===== config.mk =====
export PLATFORM = sky130hd
export DESIGN_NAME = timed_wheel_drive_sequencer
export DESIGN_NICKNAME = d
export VERILOG_FILES = /design/src/design/twds_pkg.sv /design/src/design/twds_ctrl.sv /design/src/design/twds_dp.sv /design/src/design/timed_wheel_drive_sequencer.sv
export SDC_FILE = /design/constraint.sdc
export NUM_CORES = 2
export LEC_CHECK = 0
export ABC_CLOCK_PERIOD_IN_PS = 24800
export BUFFER_PORTS_ARGS = -buffer_cell sky130_fd_sc_hd__buf_4
export CORE_MARGIN = 5
export CORE_UTILIZATION = 60
export DETAILED_ROUTE_END_ITERATION = 10
export GPL_ROUTABILITY_DRIVEN = 0
export PLACE_DENSITY = 0.76
export SLEW_MARGIN = 20
export SYNTH_ARGS = -nofsm -noshare
export SYNTH_HDL_FRONTEND = slang
export SYNTH_SLANG_ARGS = --single-unit
export TNS_END_PERCENT = 1

===== constraint.sdc =====
create_clock -name i_clk -period 24.8 [get_ports i_clk]
set_input_delay 1.24 -clock i_clk [delete_from_list [all_inputs] [get_ports i_clk]]
set_output_delay 1.24 -clock i_clk [all_outputs]
set_load 0.05 [all_outputs]

===== src/design/twds_pkg.sv =====
// Shared types, codes, constants and byte-mapping functions for the timed
// wheel drive sequencer. No dependencies; every other design file imports it.
package twds_pkg;

    localparam int TIME_W    = 32;
    localparam int CFG_W     = 16;
    localparam int CFG_IDX_W = 3;
    localparam int FRAME_N   = 4;

    typedef logic [TIME_W-1:0] t_time;

    // Event codes carried in the input tuser field.
    localparam logic [2:0] MODE_START  = 3'd0;
    localparam logic [2:0] MODE_UPDATE = 3'd1;
    localparam logic [2:0] MODE_TICK   = 3'd2;
    localparam logic [2:0] MODE_CANCEL = 3'd3;
    localparam logic [2:0] MODE_FINISH = 3'd4;

    // Configuration register indexes.
    localparam logic [CFG_IDX_W-1:0] CFG_MOTOR_READY  = 3'd0;
    localparam logic [CFG_IDX_W-1:0] CFG_KEEPALIVE    = 3'd1;
    localparam logic [CFG_IDX_W-1:0] CFG_MIN_DURATION = 3'd2;
    localparam logic [CFG_IDX_W-1:0] CFG_HOLD_EXT     = 3'd3;
    localparam logic [CFG_IDX_W-1:0] CFG_NEAR_MARGIN  = 3'd4;

    localparam logic [7:0] SPD_STOP = 8'h40;
    localparam logic [7:0] SPD_MIN  = 8'h42;
    localparam logic [7:0] SPD_TOP  = 8'h4F;
    localparam logic [7:0] DIR_NONE = 8'h00;
    localparam logic [7:0] DIR_CCW  = 8'h34;
    localparam logic [7:0] DIR_CW   = 8'h24;

    localparam logic [6:0] PROG_SCALE = 7'd100;
    localparam logic [6:0] PROG_FULL  = 7'd100;
    localparam logic [6:0] PROG_NONE  = 7'd0;

    // floor(x / 100) for x below 1301 as (x * 5243) >> 19.
    localparam logic [22:0] RECIP_100 = 23'd5243;
    localparam int          RECIP_SH  = 19;

    typedef enum logic [2:0] {
        ST_IDLE,
        ST_CALC,
        ST_APPLY,
        ST_PREP,
        ST_DIV,
        ST_EMIT
    } t_state;

    typedef struct packed {
        logic capture;
        logic calc;
        logic apply;
        logic prep;
        logic div_step;
        logic out_next;
    } t_cmd;

    typedef struct packed {
        logic need_div;
        logic div_done;
        logic last_beat;
    } t_status;

    function automatic logic [7:0] speed_of(input logic signed [7:0] p);
        logic [7:0]  mag;
        logic [6:0]  mag_c;
        logic [22:0] prod;
        logic [7:0]  spd;
        mag   = p[7] ? (~p + 8'd1) : p;
        mag_c = (mag >= 8'd100) ? 7'd100 : mag[6:0];
        prod  = 23'(mag_c) * 23'd13 * RECIP_100;
        spd   = SPD_MIN + {4'b0000, prod[RECIP_SH+3:RECIP_SH]};
        if (p == 8'sd0) begin
            return SPD_STOP;
        end
        return (spd > SPD_TOP) ? SPD_TOP : spd;
    endfunction

    // The right motor is mounted mirrored, so its direction codes swap.
    function automatic logic [7:0] dir_of(input logic signed [7:0] p, input logic left);
        if (p == 8'sd0) begin
            return DIR_NONE;
        end
        if (!p[7]) begin
            return left ? DIR_CCW : DIR_CW;
        end
        return left ? DIR_CW : DIR_CCW;
    endfunction

endpackage


===== src/design/twds_ctrl.sv =====
// Sequencing state machine of the timed wheel drive sequencer.
// Depends on twds_pkg for the state type and the command and status structs.
module twds_ctrl (
    input  logic              i_clk,
    input  logic              i_rst_n,
    input  logic              i_s_tvalid,
    output logic              o_s_tready,
    output logic              o_m_tvalid,
    input  logic              i_m_tready,
    input  twds_pkg::t_status i_status,
    output twds_pkg::t_cmd    o_cmd
);
    import twds_pkg::*;

    t_state r_state;
    t_state n_state;

    always_ff @(posedge i_clk) begin
        if (!i_rst_n) begin
            r_state <= ST_IDLE;
        end else begin
            r_state <= n_state;
        end
    end

    always_comb begin
        n_state = r_state;
        case (r_state)
            ST_IDLE: begin
                if (i_s_tvalid) begin
                    n_state = ST_CALC;
                end
            end
            ST_CALC:  n_state = ST_APPLY;
            ST_APPLY: n_state = ST_PREP;
            ST_PREP:  n_state = i_status.need_div ? ST_DIV : ST_EMIT;
            ST_DIV: begin
                if (i_status.div_done) begin
                    n_state = ST_EMIT;
                end
            end
            ST_EMIT: begin
                if (i_m_tready && i_status.last_beat) begin
                    n_state = ST_IDLE;
                end
            end
            default: n_state = ST_IDLE;
        endcase
    end

    always_comb begin
        o_cmd      = '0;
        o_s_tready = 1'b0;
        o_m_tvalid = 1'b0;
        case (r_state)
            ST_IDLE: begin
                o_s_tready  = 1'b1;
                o_cmd.capture = i_s_tvalid;
            end
            ST_CALC:  o_cmd.calc  = 1'b1;
            ST_APPLY: o_cmd.apply = 1'b1;
            ST_PREP:  o_cmd.prep  = 1'b1;
            ST_DIV:   o_cmd.div_step = !i_status.div_done;
            ST_EMIT: begin
                o_m_tvalid     = 1'b1;
                o_cmd.out_next = i_m_tready && !i_status.last_beat;
            end
            default: begin
                o_cmd = '0;
            end
        endcase
    end

    a_no_overlap: assert property (@(posedge i_clk) disable iff (!i_rst_n)
        !(o_s_tready && o_m_tvalid))
        else $error("input accepted while a result beat is pending");

    a_div_exit: assert property (@(posedge i_clk) disable iff (!i_rst_n)
        (r_state == ST_DIV && i_status.div_done) |=> (r_state == ST_EMIT))
        else $error("divider finished but results are not presented");

endmodule


===== src/design/twds_dp.sv =====
// Datapath of the timed wheel drive sequencer: configuration registers, task
// state, frame list, progress divider and result beat selection. Uses twds_pkg.
module twds_dp (
    input  logic                            i_clk,
    input  logic                            i_rst_n,
    input  logic                            i_cfg_we,
    input  logic [twds_pkg::CFG_IDX_W-1:0]  i_cfg_idx,
    input  logic [twds_pkg::CFG_W-1:0]      i_cfg_wdata,
    input  logic [2:0]                      i_mode,
    input  logic signed [7:0]               i_left_pct,
    input  logic signed [7:0]               i_right_pct,
    input  logic [31:0]                     i_duration_ms,
    input  logic [31:0]                     i_now_ms,
    input  twds_pkg::t_cmd                  i_cmd,
    output twds_pkg::t_status               o_status,
    output logic                            o_frame_valid,
    output logic [7:0]                      o_right_byte,
    output logic [7:0]                      o_left_byte,
    output logic                            o_last,
    output logic                            o_update_accepted,
    output logic                            o_running_now,
    output logic                            o_completed,
    output logic [6:0]                      o_progress_pct
);
    import twds_pkg::*;

    // Configuration.
    logic        r_motor_ready;
    logic [7:0]  r_keepalive;
    logic [15:0] r_min_dur;
    logic [15:0] r_hold_ext;
    logic [15:0] r_margin;

    // Captured event.
    logic [2:0]        r_mode;
    logic signed [7:0] r_lpct;
    logic signed [7:0] r_rpct;
    t_time             r_dur;
    t_time             r_now;
    t_time             r_e_start;
    t_time             r_e_last;
    t_time             r_e_prog;

    // Task state.
    logic       r_running, n_running;
    logic       r_present, n_present;
    t_time      r_start, n_start;
    t_time      r_span, n_span;
    t_time      r_last_send, n_last_send;
    logic [7:0] r_lspd, n_lspd;
    logic [7:0] r_rspd, n_rspd;
    logic [7:0] r_ldir, n_ldir;
    logic [7:0] r_rdir, n_rdir;
    logic       r_accepted, n_accepted;

    // Frame list.
    logic [7:0] r_fr_r [FRAME_N];
    logic [7:0] r_fr_l [FRAME_N];
    logic [7:0] n_fr_r [FRAME_N];
    logic [7:0] n_fr_l [FRAME_N];
    logic [2:0] r_nfr, n_nfr;
    logic [1:0] r_idx;

    // Progress divider.
    logic [6:0] r_prog;
    logic [6:0] r_q;
    t_time      r_rem;
    logic [2:0] r_bit;
    logic       r_ph;
    logic       r_div_done;

    logic [7:0] drv_lspd, drv_rspd, drv_ldir, drv_rdir;
    logic       drive_send, stop_send;
    t_time      min32, ext;
    logic [TIME_W:0] ext_sum, near_sum;
    t_time      target;
    logic       near;

    logic [TIME_W:0] dbl, dbl_red, add, add_red;
    t_time      rem_step;
    logic       q_bit;

    always_ff @(posedge i_clk) begin
        if (!i_rst_n) begin
            r_motor_ready <= 1'b1;
            r_keepalive   <= 8'd10;
            r_min_dur     <= 16'd100;
            r_hold_ext    <= 16'd300;
            r_margin      <= 16'd50;
        end else if (i_cfg_we) begin
            case (i_cfg_idx)
                CFG_MOTOR_READY:  r_motor_ready <= i_cfg_wdata[0];
                CFG_KEEPALIVE:    r_keepalive   <= i_cfg_wdata[7:0];
                CFG_MIN_DURATION: r_min_dur     <= i_cfg_wdata;
                CFG_HOLD_EXT:     r_hold_ext    <= i_cfg_wdata;
                CFG_NEAR_MARGIN:  r_margin      <= i_cfg_wdata;
                default: begin
                end
            endcase
        end
    end

    always_ff @(posedge i_clk) begin
        if (i_cmd.capture) begin
            r_mode <= i_mode;
            r_lpct <= i_left_pct;
            r_rpct <= i_right_pct;
            r_dur  <= i_duration_ms;
            r_now  <= i_now_ms;
        end
        if (i_cmd.calc) begin
            r_e_start <= r_now - r_start;
            r_e_last  <= r_now - r_last_send;
        end
        if (i_cmd.apply) begin
            r_e_prog <= (r_mode == MODE_START) ? '0 : r_e_start;
            for (int k = 0; k < FRAME_N; k++) begin
                r_fr_r[k] <= n_fr_r[k];
                r_fr_l[k] <= n_fr_l[k];
            end
        end
    end

    // Event decode and state update, applied on the apply command.
    always_comb begin
        n_running   = r_running;
        n_present   = r_present;
        n_start     = r_start;
        n_span      = r_span;
        n_last_send = r_last_send;
        n_accepted  = 1'b0;
        drv_lspd    = r_lspd;
        drv_rspd    = r_rspd;
        drv_ldir    = r_ldir;
        drv_rdir    = r_rdir;
        drive_send  = 1'b0;
        stop_send   = 1'b0;

        min32    = {16'b0, r_min_dur};
        ext      = (r_dur >= min32) ? r_dur : {16'b0, r_hold_ext};
        ext_sum  = {1'b0, r_e_start} + {1'b0, ext};
        target   = ext_sum[TIME_W] ? '1 : ext_sum[TIME_W-1:0];
        near_sum = {1'b0, r_e_start} + {17'b0, r_margin};
        near     = (near_sum >= {1'b0, r_span});

        case (r_mode)
            MODE_START: begin
                n_present   = 1'b1;
                n_running   = 1'b1;
                n_start     = r_now;
                n_last_send = r_now;
                n_span      = (r_dur >= min32) ? r_dur : min32;
                drv_lspd    = speed_of(r_lpct);
                drv_rspd    = speed_of(r_rpct);
                drv_ldir    = dir_of(r_lpct, 1'b1);
                drv_rdir    = dir_of(r_rpct, 1'b0);
                drive_send  = r_motor_ready;
            end
            MODE_UPDATE: begin
                if (r_running && r_motor_ready) begin
                    n_accepted  = 1'b1;
                    drv_lspd    = speed_of(r_lpct);
                    drv_rspd    = speed_of(r_rpct);
                    drv_ldir    = dir_of(r_lpct, 1'b1);
                    drv_rdir    = dir_of(r_rpct, 1'b0);
                    drive_send  = 1'b1;
                    n_last_send = r_now;
                    if (near || target > r_span) begin
                        n_span = target;
                    end
                end
            end
            MODE_TICK: begin
                if (r_running) begin
                    if (r_motor_ready && r_e_last >= {24'b0, r_keepalive}) begin
                        drive_send  = 1'b1;
                        n_last_send = r_now;
                    end
                    if (r_e_start >= r_span) begin
                        n_running = 1'b0;
                        stop_send = r_motor_ready;
                    end
                end
            end
            MODE_CANCEL: begin
                if (r_present) begin
                    stop_send = r_motor_ready;
                    n_running = 1'b0;
                    n_present = 1'b0;
                end
            end
            MODE_FINISH: n_present = 1'b0;
            default: begin
            end
        endcase

        n_lspd = stop_send ? SPD_STOP : drv_lspd;
        n_rspd = stop_send ? SPD_STOP : drv_rspd;
        n_ldir = stop_send ? DIR_NONE : drv_ldir;
        n_rdir = stop_send ? DIR_NONE : drv_rdir;

        // Drive frames always come before stop frames.
        n_fr_r[0] = drive_send ? drv_rspd : SPD_STOP;
        n_fr_l[0] = drive_send ? drv_lspd : SPD_STOP;
        n_fr_r[1] = drive_send ? drv_rdir : DIR_NONE;
        n_fr_l[1] = drive_send ? drv_ldir : DIR_NONE;
        n_fr_r[2] = SPD_STOP;
        n_fr_l[2] = SPD_STOP;
        n_fr_r[3] = DIR_NONE;
        n_fr_l[3] = DIR_NONE;
        n_nfr     = {drive_send && stop_send, drive_send ^ stop_send, 1'b0};
    end

    always_ff @(posedge i_clk) begin
        if (!i_rst_n) begin
            r_running   <= 1'b0;
            r_present   <= 1'b0;
            r_start     <= '0;
            r_span      <= '0;
            r_last_send <= '0;
            r_lspd      <= SPD_STOP;
            r_rspd      <= SPD_STOP;
            r_ldir      <= DIR_NONE;
            r_rdir      <= DIR_NONE;
            r_accepted  <= 1'b0;
            r_nfr       <= '0;
        end else if (i_cmd.apply) begin
            r_running   <= n_running;
            r_present   <= n_present;
            r_start     <= n_start;
            r_span      <= n_span;
            r_last_send <= n_last_send;
            r_lspd      <= n_lspd;
            r_rspd      <= n_rspd;
            r_ldir      <= n_ldir;
            r_rdir      <= n_rdir;
            r_accepted  <= n_accepted;
            r_nfr       <= n_nfr;
        end
    end

    // Restoring division of elapsed * 100 by the span, one add and compare
    // per cycle: a doubling step for every bit of 100 and an add of the
    // elapsed time for each set bit. The remainder stays below the span.
    always_comb begin
        dbl     = {r_rem, 1'b0};
        dbl_red = (dbl >= {1'b0, r_span}) ? (dbl - {1'b0, r_span}) : dbl;
        add     = {1'b0, r_rem} + {1'b0, r_e_prog};
        add_red = (add >= {1'b0, r_span}) ? (add - {1'b0, r_span}) : add;
        if (!r_ph) begin
            rem_step = dbl_red[TIME_W-1:0];
            q_bit    = (dbl >= {1'b0, r_span});
        end else begin
            rem_step = add_red[TIME_W-1:0];
            q_bit    = (add >= {1'b0, r_span});
        end
    end

    assign o_status.need_div = r_running && (r_span != '0) && (r_e_prog < r_span);

    always_ff @(posedge i_clk) begin
        if (!i_rst_n) begin
            r_prog     <= PROG_NONE;
            r_div_done <= 1'b0;
            r_idx      <= '0;
        end else begin
            if (i_cmd.prep) begin
                r_idx      <= '0;
                r_div_done <= 1'b0;
                r_q        <= '0;
                r_rem      <= '0;
                r_bit      <= 3'd6;
                r_ph       <= 1'b0;
                if (!r_running) begin
                    r_prog <= r_present ? PROG_FULL : PROG_NONE;
                end else if (r_span == '0) begin
                    r_prog <= PROG_NONE;
                end else begin
                    r_prog <= PROG_FULL;
                end
            end
            if (i_cmd.div_step) begin
                r_rem <= rem_step;
                if (!r_ph) begin
                    r_q <= {r_q[5:0], q_bit};
                    if (PROG_SCALE[r_bit]) begin
                        r_ph <= 1'b1;
                    end else if (r_bit == 3'd0) begin
                        r_div_done <= 1'b1;
                        r_prog     <= {r_q[5:0], q_bit};
                    end else begin
                        r_bit <= r_bit - 3'd1;
                    end
                end else begin
                    r_q  <= r_q + {6'b0, q_bit};
                    r_ph <= 1'b0;
                    if (r_bit == 3'd0) begin
                        r_div_done <= 1'b1;
                        r_prog     <= r_q + {6'b0, q_bit};
                    end else begin
                        r_bit <= r_bit - 3'd1;
                    end
                end
            end
            if (i_cmd.out_next) begin
                r_idx <= r_idx + 2'd1;
            end
        end
    end

    assign o_status.div_done  = r_div_done;
    assign o_status.last_beat = (r_nfr == 3'd0) || ({1'b0, r_idx} == (r_nfr - 3'd1));

    assign o_frame_valid     = (r_nfr != 3'd0);
    assign o_right_byte      = o_frame_valid ? r_fr_r[r_idx] : 8'h00;
    assign o_left_byte       = o_frame_valid ? r_fr_l[r_idx] : 8'h00;
    assign o_last            = o_status.last_beat;
    assign o_update_accepted = r_accepted;
    assign o_running_now     = r_running;
    assign o_completed       = r_present && !r_running;
    assign o_progress_pct    = r_prog;

    a_prog_range: assert property (@(posedge i_clk) disable iff (!i_rst_n)
        r_prog <= PROG_FULL)
        else $error("progress above full scale");

    a_frame_pairs: assert property (@(posedge i_clk) disable iff (!i_rst_n)
        (r_nfr != 3'd1) && (r_nfr != 3'd3))
        else $error("speed frame not paired with a direction frame");

    a_stop_clears: assert property (@(posedge i_clk) disable iff (!i_rst_n)
        (i_cmd.apply && stop_send) |=> (r_lspd == SPD_STOP && r_rdir == DIR_NONE))
        else $error("wheel stop did not clear the stored drive bytes");

endmodule


===== src/design/timed_wheel_drive_sequencer.sv =====
// Top level of the timed wheel drive sequencer: stream ports, controller and
// datapath. Depends on twds_pkg, twds_ctrl and twds_dp.
//
// One event is taken at a time. After an input beat the block passes through
// a calculate state and an apply state to update the task and build the
// frame list, then a prepare state to set up progress, and, while a task runs
// with time left, the progress divider (a doubling step per bit of the scale
// factor 100, an add step per set bit, and a step to hand the quotient to the
// output). Results then go out one beat per cycle while the sink is ready: up
// to four frame beats, or one status beat when no frame is sent. Sink stalls
// hold the output; the next input beat is taken in the cycle after the last
// result beat. Configuration writes are taken in any cycle and should be made
// while no event is in progress.
module timed_wheel_drive_sequencer (
    input  logic                            i_clk,
    input  logic                            i_rst_n,
    input  logic                            i_cfg_we,
    input  logic [twds_pkg::CFG_IDX_W-1:0]  i_cfg_idx,
    input  logic [twds_pkg::CFG_W-1:0]      i_cfg_wdata,
    input  logic                            i_s_tvalid,
    output logic                            o_s_tready,
    // left_pct [7:0], right_pct [15:8], duration_ms [47:16], now_ms [79:48]
    input  logic [79:0]                     i_s_tdata,
    // mode [2:0]
    input  logic [2:0]                      i_s_tuser,
    output logic                            o_m_tvalid,
    input  logic                            i_m_tready,
    // right_byte [7:0], left_byte [15:8], update_accepted [16], running_now [17],
    // completed [18], progress_pct [25:19], zero [31:26]
    output logic [31:0]                     o_m_tdata,
    // frame_valid [0]
    output logic                            o_m_tuser,
    output logic                            o_m_tlast
);
    import twds_pkg::*;

    t_cmd    cmd;
    t_status status;

    logic [7:0] right_byte;
    logic [7:0] left_byte;
    logic       update_accepted;
    logic       running_now;
    logic       completed;
    logic [6:0] progress_pct;

    twds_ctrl u_ctrl (
        .i_clk      (i_clk),
        .i_rst_n    (i_rst_n),
        .i_s_tvalid (i_s_tvalid),
        .o_s_tready (o_s_tready),
        .o_m_tvalid (o_m_tvalid),
        .i_m_tready (i_m_tready),
        .i_status   (status),
        .o_cmd      (cmd)
    );

    twds_dp u_dp (
        .i_clk             (i_clk),
        .i_rst_n           (i_rst_n),
        .i_cfg_we          (i_cfg_we),
        .i_cfg_idx         (i_cfg_idx),
        .i_cfg_wdata       (i_cfg_wdata),
        .i_mode            (i_s_tuser),
        .i_left_pct        (i_s_tdata[7:0]),
        .i_right_pct       (i_s_tdata[15:8]),
        .i_duration_ms     (i_s_tdata[47:16]),
        .i_now_ms          (i_s_tdata[79:48]),
        .i_cmd             (cmd),
        .o_status          (status),
        .o_frame_valid     (o_m_tuser),
        .o_right_byte      (right_byte),
        .o_left_byte       (left_byte),
        .o_last            (o_m_tlast),
        .o_update_accepted (update_accepted),
        .o_running_now     (running_now),
        .o_completed       (completed),
        .o_progress_pct    (progress_pct)
    );

    assign o_m_tdata = {6'b000000, progress_pct, completed, running_now,
                        update_accepted, left_byte, right_byte};

endmodule

# After elaboration in Yosys (flattened, before gate mapping)
# Memories as Yosys holds them, arrays and structs flattened. A register that Yosys moved wholly into a read port is not among the register bits.
# Cells that the tools add are included.
classes:
  addsub: 15
  mul: 4
  order_cmp: 13
  n_eq_ne: 22
  mux: 141
  n_bitwise: 3
  n_reduce_logical: 42
ops:
  columns: ["operator", "n"]
  rows:
  - ["$mux W32", 13]
  - ["$mux W8", 36]
  - ["$sub A32 B32 Y32", 4]
  - ["$ge A33 B32 Y1", 3]
  - ["$mux W7", 14]
  - ["$pmux W32 S3", 1]
  - ["$add A32 B32 Y33", 2]
  - ["$pmux W32 S2", 1]
  - ["$pmux W8 S2", 4]
  - ["$mux W1", 52]
  - ["$mul A11 B13 Y23 const B", 2]
  - ["$add A32 B16 Y33", 1]
  - ["$ge A32 B16 Y1", 1]
  - ["$ge A32 B32 Y1", 1]
  - ["$ge A32 B8 Y1", 1]
  - ["$gt A32 B32 Y1", 1]
  - ["$logic_not A32 Y1", 1]
  - ["$lt A32 B32 Y1", 1]
  - ["$reduce_bool A32 Y1", 1]
  - ["$mux W3", 9]
  - ["$mul A7 B4 Y11 const B", 2]
  - ["$eq A3 B2 Y1 const B", 6]
  - ["$pmux W3 S6", 1]
  - ["$add A7 B4 Y8 const A", 2]
  - ["other kinds (29)", 80]
totals:
  register_bits: 425
  mem_bits_rw: 64
  romBits: 8
  out_inout_bits: 36
  elab_cells: 275
  mem_count: 3
mem_list:
  columns: ["memory", "depth", "width", "rd", "rd_clocked_by_memory_dff", "write_ports", "line", "rtl"]
  rows:
  - ["u_dp.r_fr_l", 4, 8, 1, 1, 4, "twds_dp.sv:58", "logic [7:0] r_fr_l [FRAME_N];"]
  - ["u_dp.r_fr_r", 4, 8, 1, 1, 4, "twds_dp.sv:57", "logic [7:0] r_fr_r [FRAME_N];"]
  - ["(name not given)", 8, 1, 1, 1, 0, "twds_dp.sv:286", "if (PROG_SCALE[r_bit]) begin"]

# Logic depth before layout (Yosys ltp)
logic_depth:
  ltp_word: 14
  ltp_mapped: 44

# Modules after synthesis
# Synthesis repeated with hierarchy kept, for this count alone.
unflattened:
  cells_unflattened: 4252
  hier_area_um2: 38516.9
modules_own_cells:
  columns: ["module", "instances", "cells_each", "area_each_um2", "seq_area_each_um2"]
  rows:
  - ["twds_dp", 1, 4214, 38205.4, 11691.2]
  - ["twds_ctrl", 1, 28, 240.2, 60.1]
  - ["timed_wheel_drive_sequencer", 1, 10, 71.3, 0.0]

# Worst setup path after synthesis
# No wires, ideal clock.
synth_timing:
  kind: "register to register"
  startpoint: "register u_dp.r_lpct[0]"
  endpoint: "memory u_dp.r_fr_l[0][3] (data pin)"
  setup_ns: 0.257
  t_arrival_ns: 9.495
  path_slack_ns: 15.048
  path_stages_with_launch: 41
  path_buffers: 1
  period_less_slack_ns: 9.752
  path_cell_list: "edfxtp_1 inv_1 ha_1 clkbuf_1 nand2b_1 nor4b_2 o22ai_1 a32oi_1 inv_1 ha_1 xor2_1 ha_1 ha_1 a21o_1 a21oi_1 nor2b_1 o21a_1 o41ai_2 (+5 left out) fa_1 fa_1 inv_1 ha_1 ha_1 a21o_1 a21o_1 a21o_1 a211o_1 a221o_1 a31oi_2 o21bai_1 xor2_1 ha_1 inv_1 nor4_1 mux2i_1 a32o_1"
synth_rtl:
  columns: ["element", "line", "rtl"]
  rows:
  - ["start, declared", "twds_dp.sv:36", "logic signed [7:0] r_lpct;"]
  - ["start signal, assigned", "twds_dp.sv:106", "r_lpct <= i_left_pct;"]
  - ["end, declared", "twds_dp.sv:58", null]

==> metrics <==
I/O pin cnt 143; # rows 93; clock-pin slew on the worst setup and hold paths 0.06 ns; ANT nets after route 0; Avg WL per Cell 18.28 µm; combinational family with the most area after synthesis adder cells; Post-Syn Instances 4318; die width 264.0 µm; synth unique cells 97; Post-Synth Adder-Cell Area 22.57%; Port Buf Inserts 136; crit path max fanout 9; Setup Viol. Count Final 0; Min-Delay Startpoint u_dp.r_lspd[6]; total routed wirelength 96.48 mm; clock skew 0.05791 ns; global-route wire length before repair 155.6 mm; Max-Cap Viols 0; count of yosys warnings during synthesis 0; starting density of the core 60.26%; Avg Cell Area, Syn 8.963 µm²; hold crit path type flop to flop; Nets 5131; Core Region 64230 µm²; cts bufs inserted 51; critical path endpoint category flop; fin crit share 43.40%; drt via density 5.968; CTS Hold Bufs 0; worst slew pin tran 1.077 ns; Crit Path Category flop to flop; First-pass DRT Iterations 6; RR Endpoint u_dp.r_fr_l[0][3]; largest net degree at the start of global routing 79; Post-Synth XOR/XNOR Area 5.004%; Final Hold Fails 0; number of enable flip-flop cells after synthesis 254; min Tclk post-route 10.76 ns; Setup Total Neg Slack 0 ns; number of global-route vias before repair 30453; Ant. Diodes 0; status complete, no violations; asr flop ratio synth 0%; proportion of layout cells with a drive suffix above 1 7.438%; DRC Markers 0; GRT Residual Overflow 0; CTS tree built; CP Launch Type flop; dpl hpwl 75.35 mm; r2r setup slk 14.04 ns; WP data required 25.13 ns; Reg-to-Reg Start u_dp.r_lpct[0]; die area 69690 µm²; clk_lat worst skew 0.63 ns; post-synthesis compound-gate area fraction 18.21%; CTS sink count 460; Synth Flop Type edfxtp_1; portion of netlist area occupied by mux cells 2.696%; mapped cell area 38700 µm²; GRT Overall Usage 26.86%; r2r worst-path depth 41; Final Max Slew Viols 0; RSZ-0062 raised after global routing false; synthesis-to-finish area growth 9.188%; DIE HEIGHT 264.0 µm; postcts setup bufs 0; f_max 92.90 MHz; CTS max path bufs 3; Iter 0 DRT Violations 2719; Resized Gates After CTS 0; Slowest cell on crit path fa_1; Critical Path Max Stage Delay 0.54 ns; routed via count 31500; Synth Area in Simple Gates 15.67%; signal arrival time at the worst endpoint 11.10 ns; slew margin rel. 28.00%; Worst Hold End u_dp.r_lspd[6]; Filler cells 5292; Seq/Total Area, Yosys 30.36%; H-Tree Depth 2; Root Driver clkbuf_16; Most Frequent Cell on Critical Path ha_1; hold depth 1; initial antenna violation count 0; Synth Register Bits 460
-- worst max-delay path, delay by kind of cell (launching register included) --
family | cells | cell delay, ns
and+or+nand+nor | 6 | 1.16
adders and majority gates | 11 | 3.90
buffers and inverters | 4 | 0.30
AOI/OAI and AO/OA | 15 | 3.45
muxes | 1 | 0.14
DFF | 1 | 0.49
xor gates and xnor gates | 4 | 1.02
-- cells in the final DEF, fill, tap and decap left out, drive strengths merged, types with 24 or more instances in the layout --
| cell | instances |
|---|---|
| a211oi | 80 |
| a21o | 131 |
| a21oi | 361 |
| a31oi | 30 |
| and3 | 59 |
| buf | 161 |
| clkbuf | 64 |
| dfxtp | 206 |
| edfxtp | 254 |
| fa | 89 |
| ha | 555 |
| inv | 389 |
| mux2 | 26 |
| mux2i | 75 |
| nand2 | 411 |
| nand2b | 58 |
| nand3 | 90 |
| nand4 | 58 |
| nor2 | 312 |
| nor2b | 77 |
| nor3 | 67 |
| nor4 | 32 |
| o211ai | 31 |
| o21a | 47 |
| o21ai | 166 |
| o21bai | 28 |
| o22ai | 24 |
| xnor2 | 146 |
| xor2 | 70 |
-- cell usage after synthesis (all sizes together), types with 11 or more instances --
library cell | number | share of area [%]
a21o | 131 | 2.5
o21ai | 166 | 2.1
a221oi | 12 | 0.27
nand2b | 58 | 0.94
o21bai | 28 | 0.54
o32ai | 16 | 0.36
o22ai | 24 | 0.39
a21boi | 11 | 0.21
and2 | 22 | 0.36
nor2 | 312 | 3.0
o211ai | 31 | 0.60
a21oi | 361 | 4.7
buf | 35 | 0.53
o31ai | 11 | 0.23
a211oi | 80 | 1.6
xnor2 | 146 | 3.3
dfxtp | 206 | 11
xor2 | 70 | 1.6
or2 | 18 | 0.29
nand2 | 411 | 4.0
nand4 | 58 | 0.94
or3 | 21 | 0.35
a211o | 12 | 0.27
nor3 | 67 | 0.88
edfxtp | 254 | 20
o21a | 47 | 0.91
clkbuf | 122 | 1.2
mux2i | 75 | 1.9
nor3b | 12 | 0.23
mux2 | 26 | 0.76
ha | 555 | 18
nor2b | 77 | 1.2
inv | 386 | 3.7
a31oi | 30 | 0.50
and3 | 59 | 0.95
fa | 89 | 4.6
nor4 | 32 | 0.56
nand3 | 90 | 1.2
-- cell type report --
cell class	count	area (µm²)	share of cell area, %
timing repair buffer	161	1216	2.878
multi-input combinational	3318	24900	58.93
clock buffer	64	1440	3.408
tap	855	1070	2.531
inverter	388	1459	3.452
clock inverter	32	419.2	0.9919
sequential	460	11750	27.81
-- stage by stage --
stage / utilization [%] / hold slack [ns] / instance area, µm² / setup WS, ns / cells
3_5_place_dp: 62.89 / 0.4214 / 40400 / 14.24 / 5182
3_3_place_gp: 62.87 / 0.4159 / 40380 / 14.73 / 5181
5_1_grt: 65.79 / 0.4697 / 42260 / 13.41 / 5278
6_report: 65.79 / 0.4477 / 42260 / 14.04 / 5278
4_1_cts: 65.79 / 0.4373 / 42260 / 14.17 / 5278
2_1_floorplan: - / 0.4036 / 38720 / 15.05 / 4323
-- worst max-delay path by stage --
| stage | startpoint | endpoint | slack, ns |
|---|---|---|---|
| CTS | u_dp.r_lpct[0] | u_dp.r_fr_l[0][3] | 14.17 |
| detailed placement | u_dp.r_lpct[0] | u_dp.r_fr_l[0][3] | 14.24 |
| floorplan | u_dp.r_lpct[0] | u_dp.r_fr_l[0][3] | 15.05 |
| finish | u_dp.r_lpct[0] | u_dp.r_fr_l[0][3] | 14.04 |
| global placement | u_dp.r_lpct[0] | u_dp.r_fr_l[0][3] | 14.73 |
| global route | u_dp.r_lpct[0] | u_dp.r_fr_l[0][3] | 13.41 |
-- cells by family after synthesis --
group	count (synthesis)
adder cells (fa/ha/maj)	645
AND/OR/NAND/NOR	1269
flip-flops	460
buffers and inverters	545
multiplexers	101
XOR/XNOR	218
AO/OA/AOI/OAI	1079
other	1
-- registers in the layout (all words and copies together) (netlist names), 7 cells and up, named ones only --
signal / cells
u_dp.r_rspd: 8
u_dp.r_span: 32
u_dp.r_margin: 16
u_dp.r_fr_l: 16
u_dp.r_lspd: 8
u_dp.r_ldir: 8
u_dp.r_e_last: 32
u_dp.r_last_send: 32
u_dp.r_rpct: 8
u_dp.r_min_dur: 16
u_dp.r_hold_ext: 16
u_dp.r_rem: 32
u_dp.r_start: 32
u_dp.o_progress_pct: 7
u_dp.r_e_prog: 32
u_dp.r_keepalive: 8
u_dp.r_now: 32
u_dp.r_lpct: 8
u_dp.r_rdir: 8
u_dp.r_fr_r: 16
u_dp.r_e_start: 32
u_dp.r_dur: 32
u_dp.r_q: 7
-- metal layers --
| layer | vias to the layer above | part of all wire (%) | GRT usage [%] |
|---|---|---|---|
| met5 | - | 0 | 0 |
| met3 | 175 | 5.8 | 2.682 |
| met4 | 0 | 3.5 | 8.657 |
| li1 | 15628 | - | - |
| met1 | 14819 | 45 | 37.41 |
| met2 | 878 | 46 | 44.42 |
Power is not shown: default switching activity piles up to over one toggle a cycle in this logic, so the estimate is an artifact.
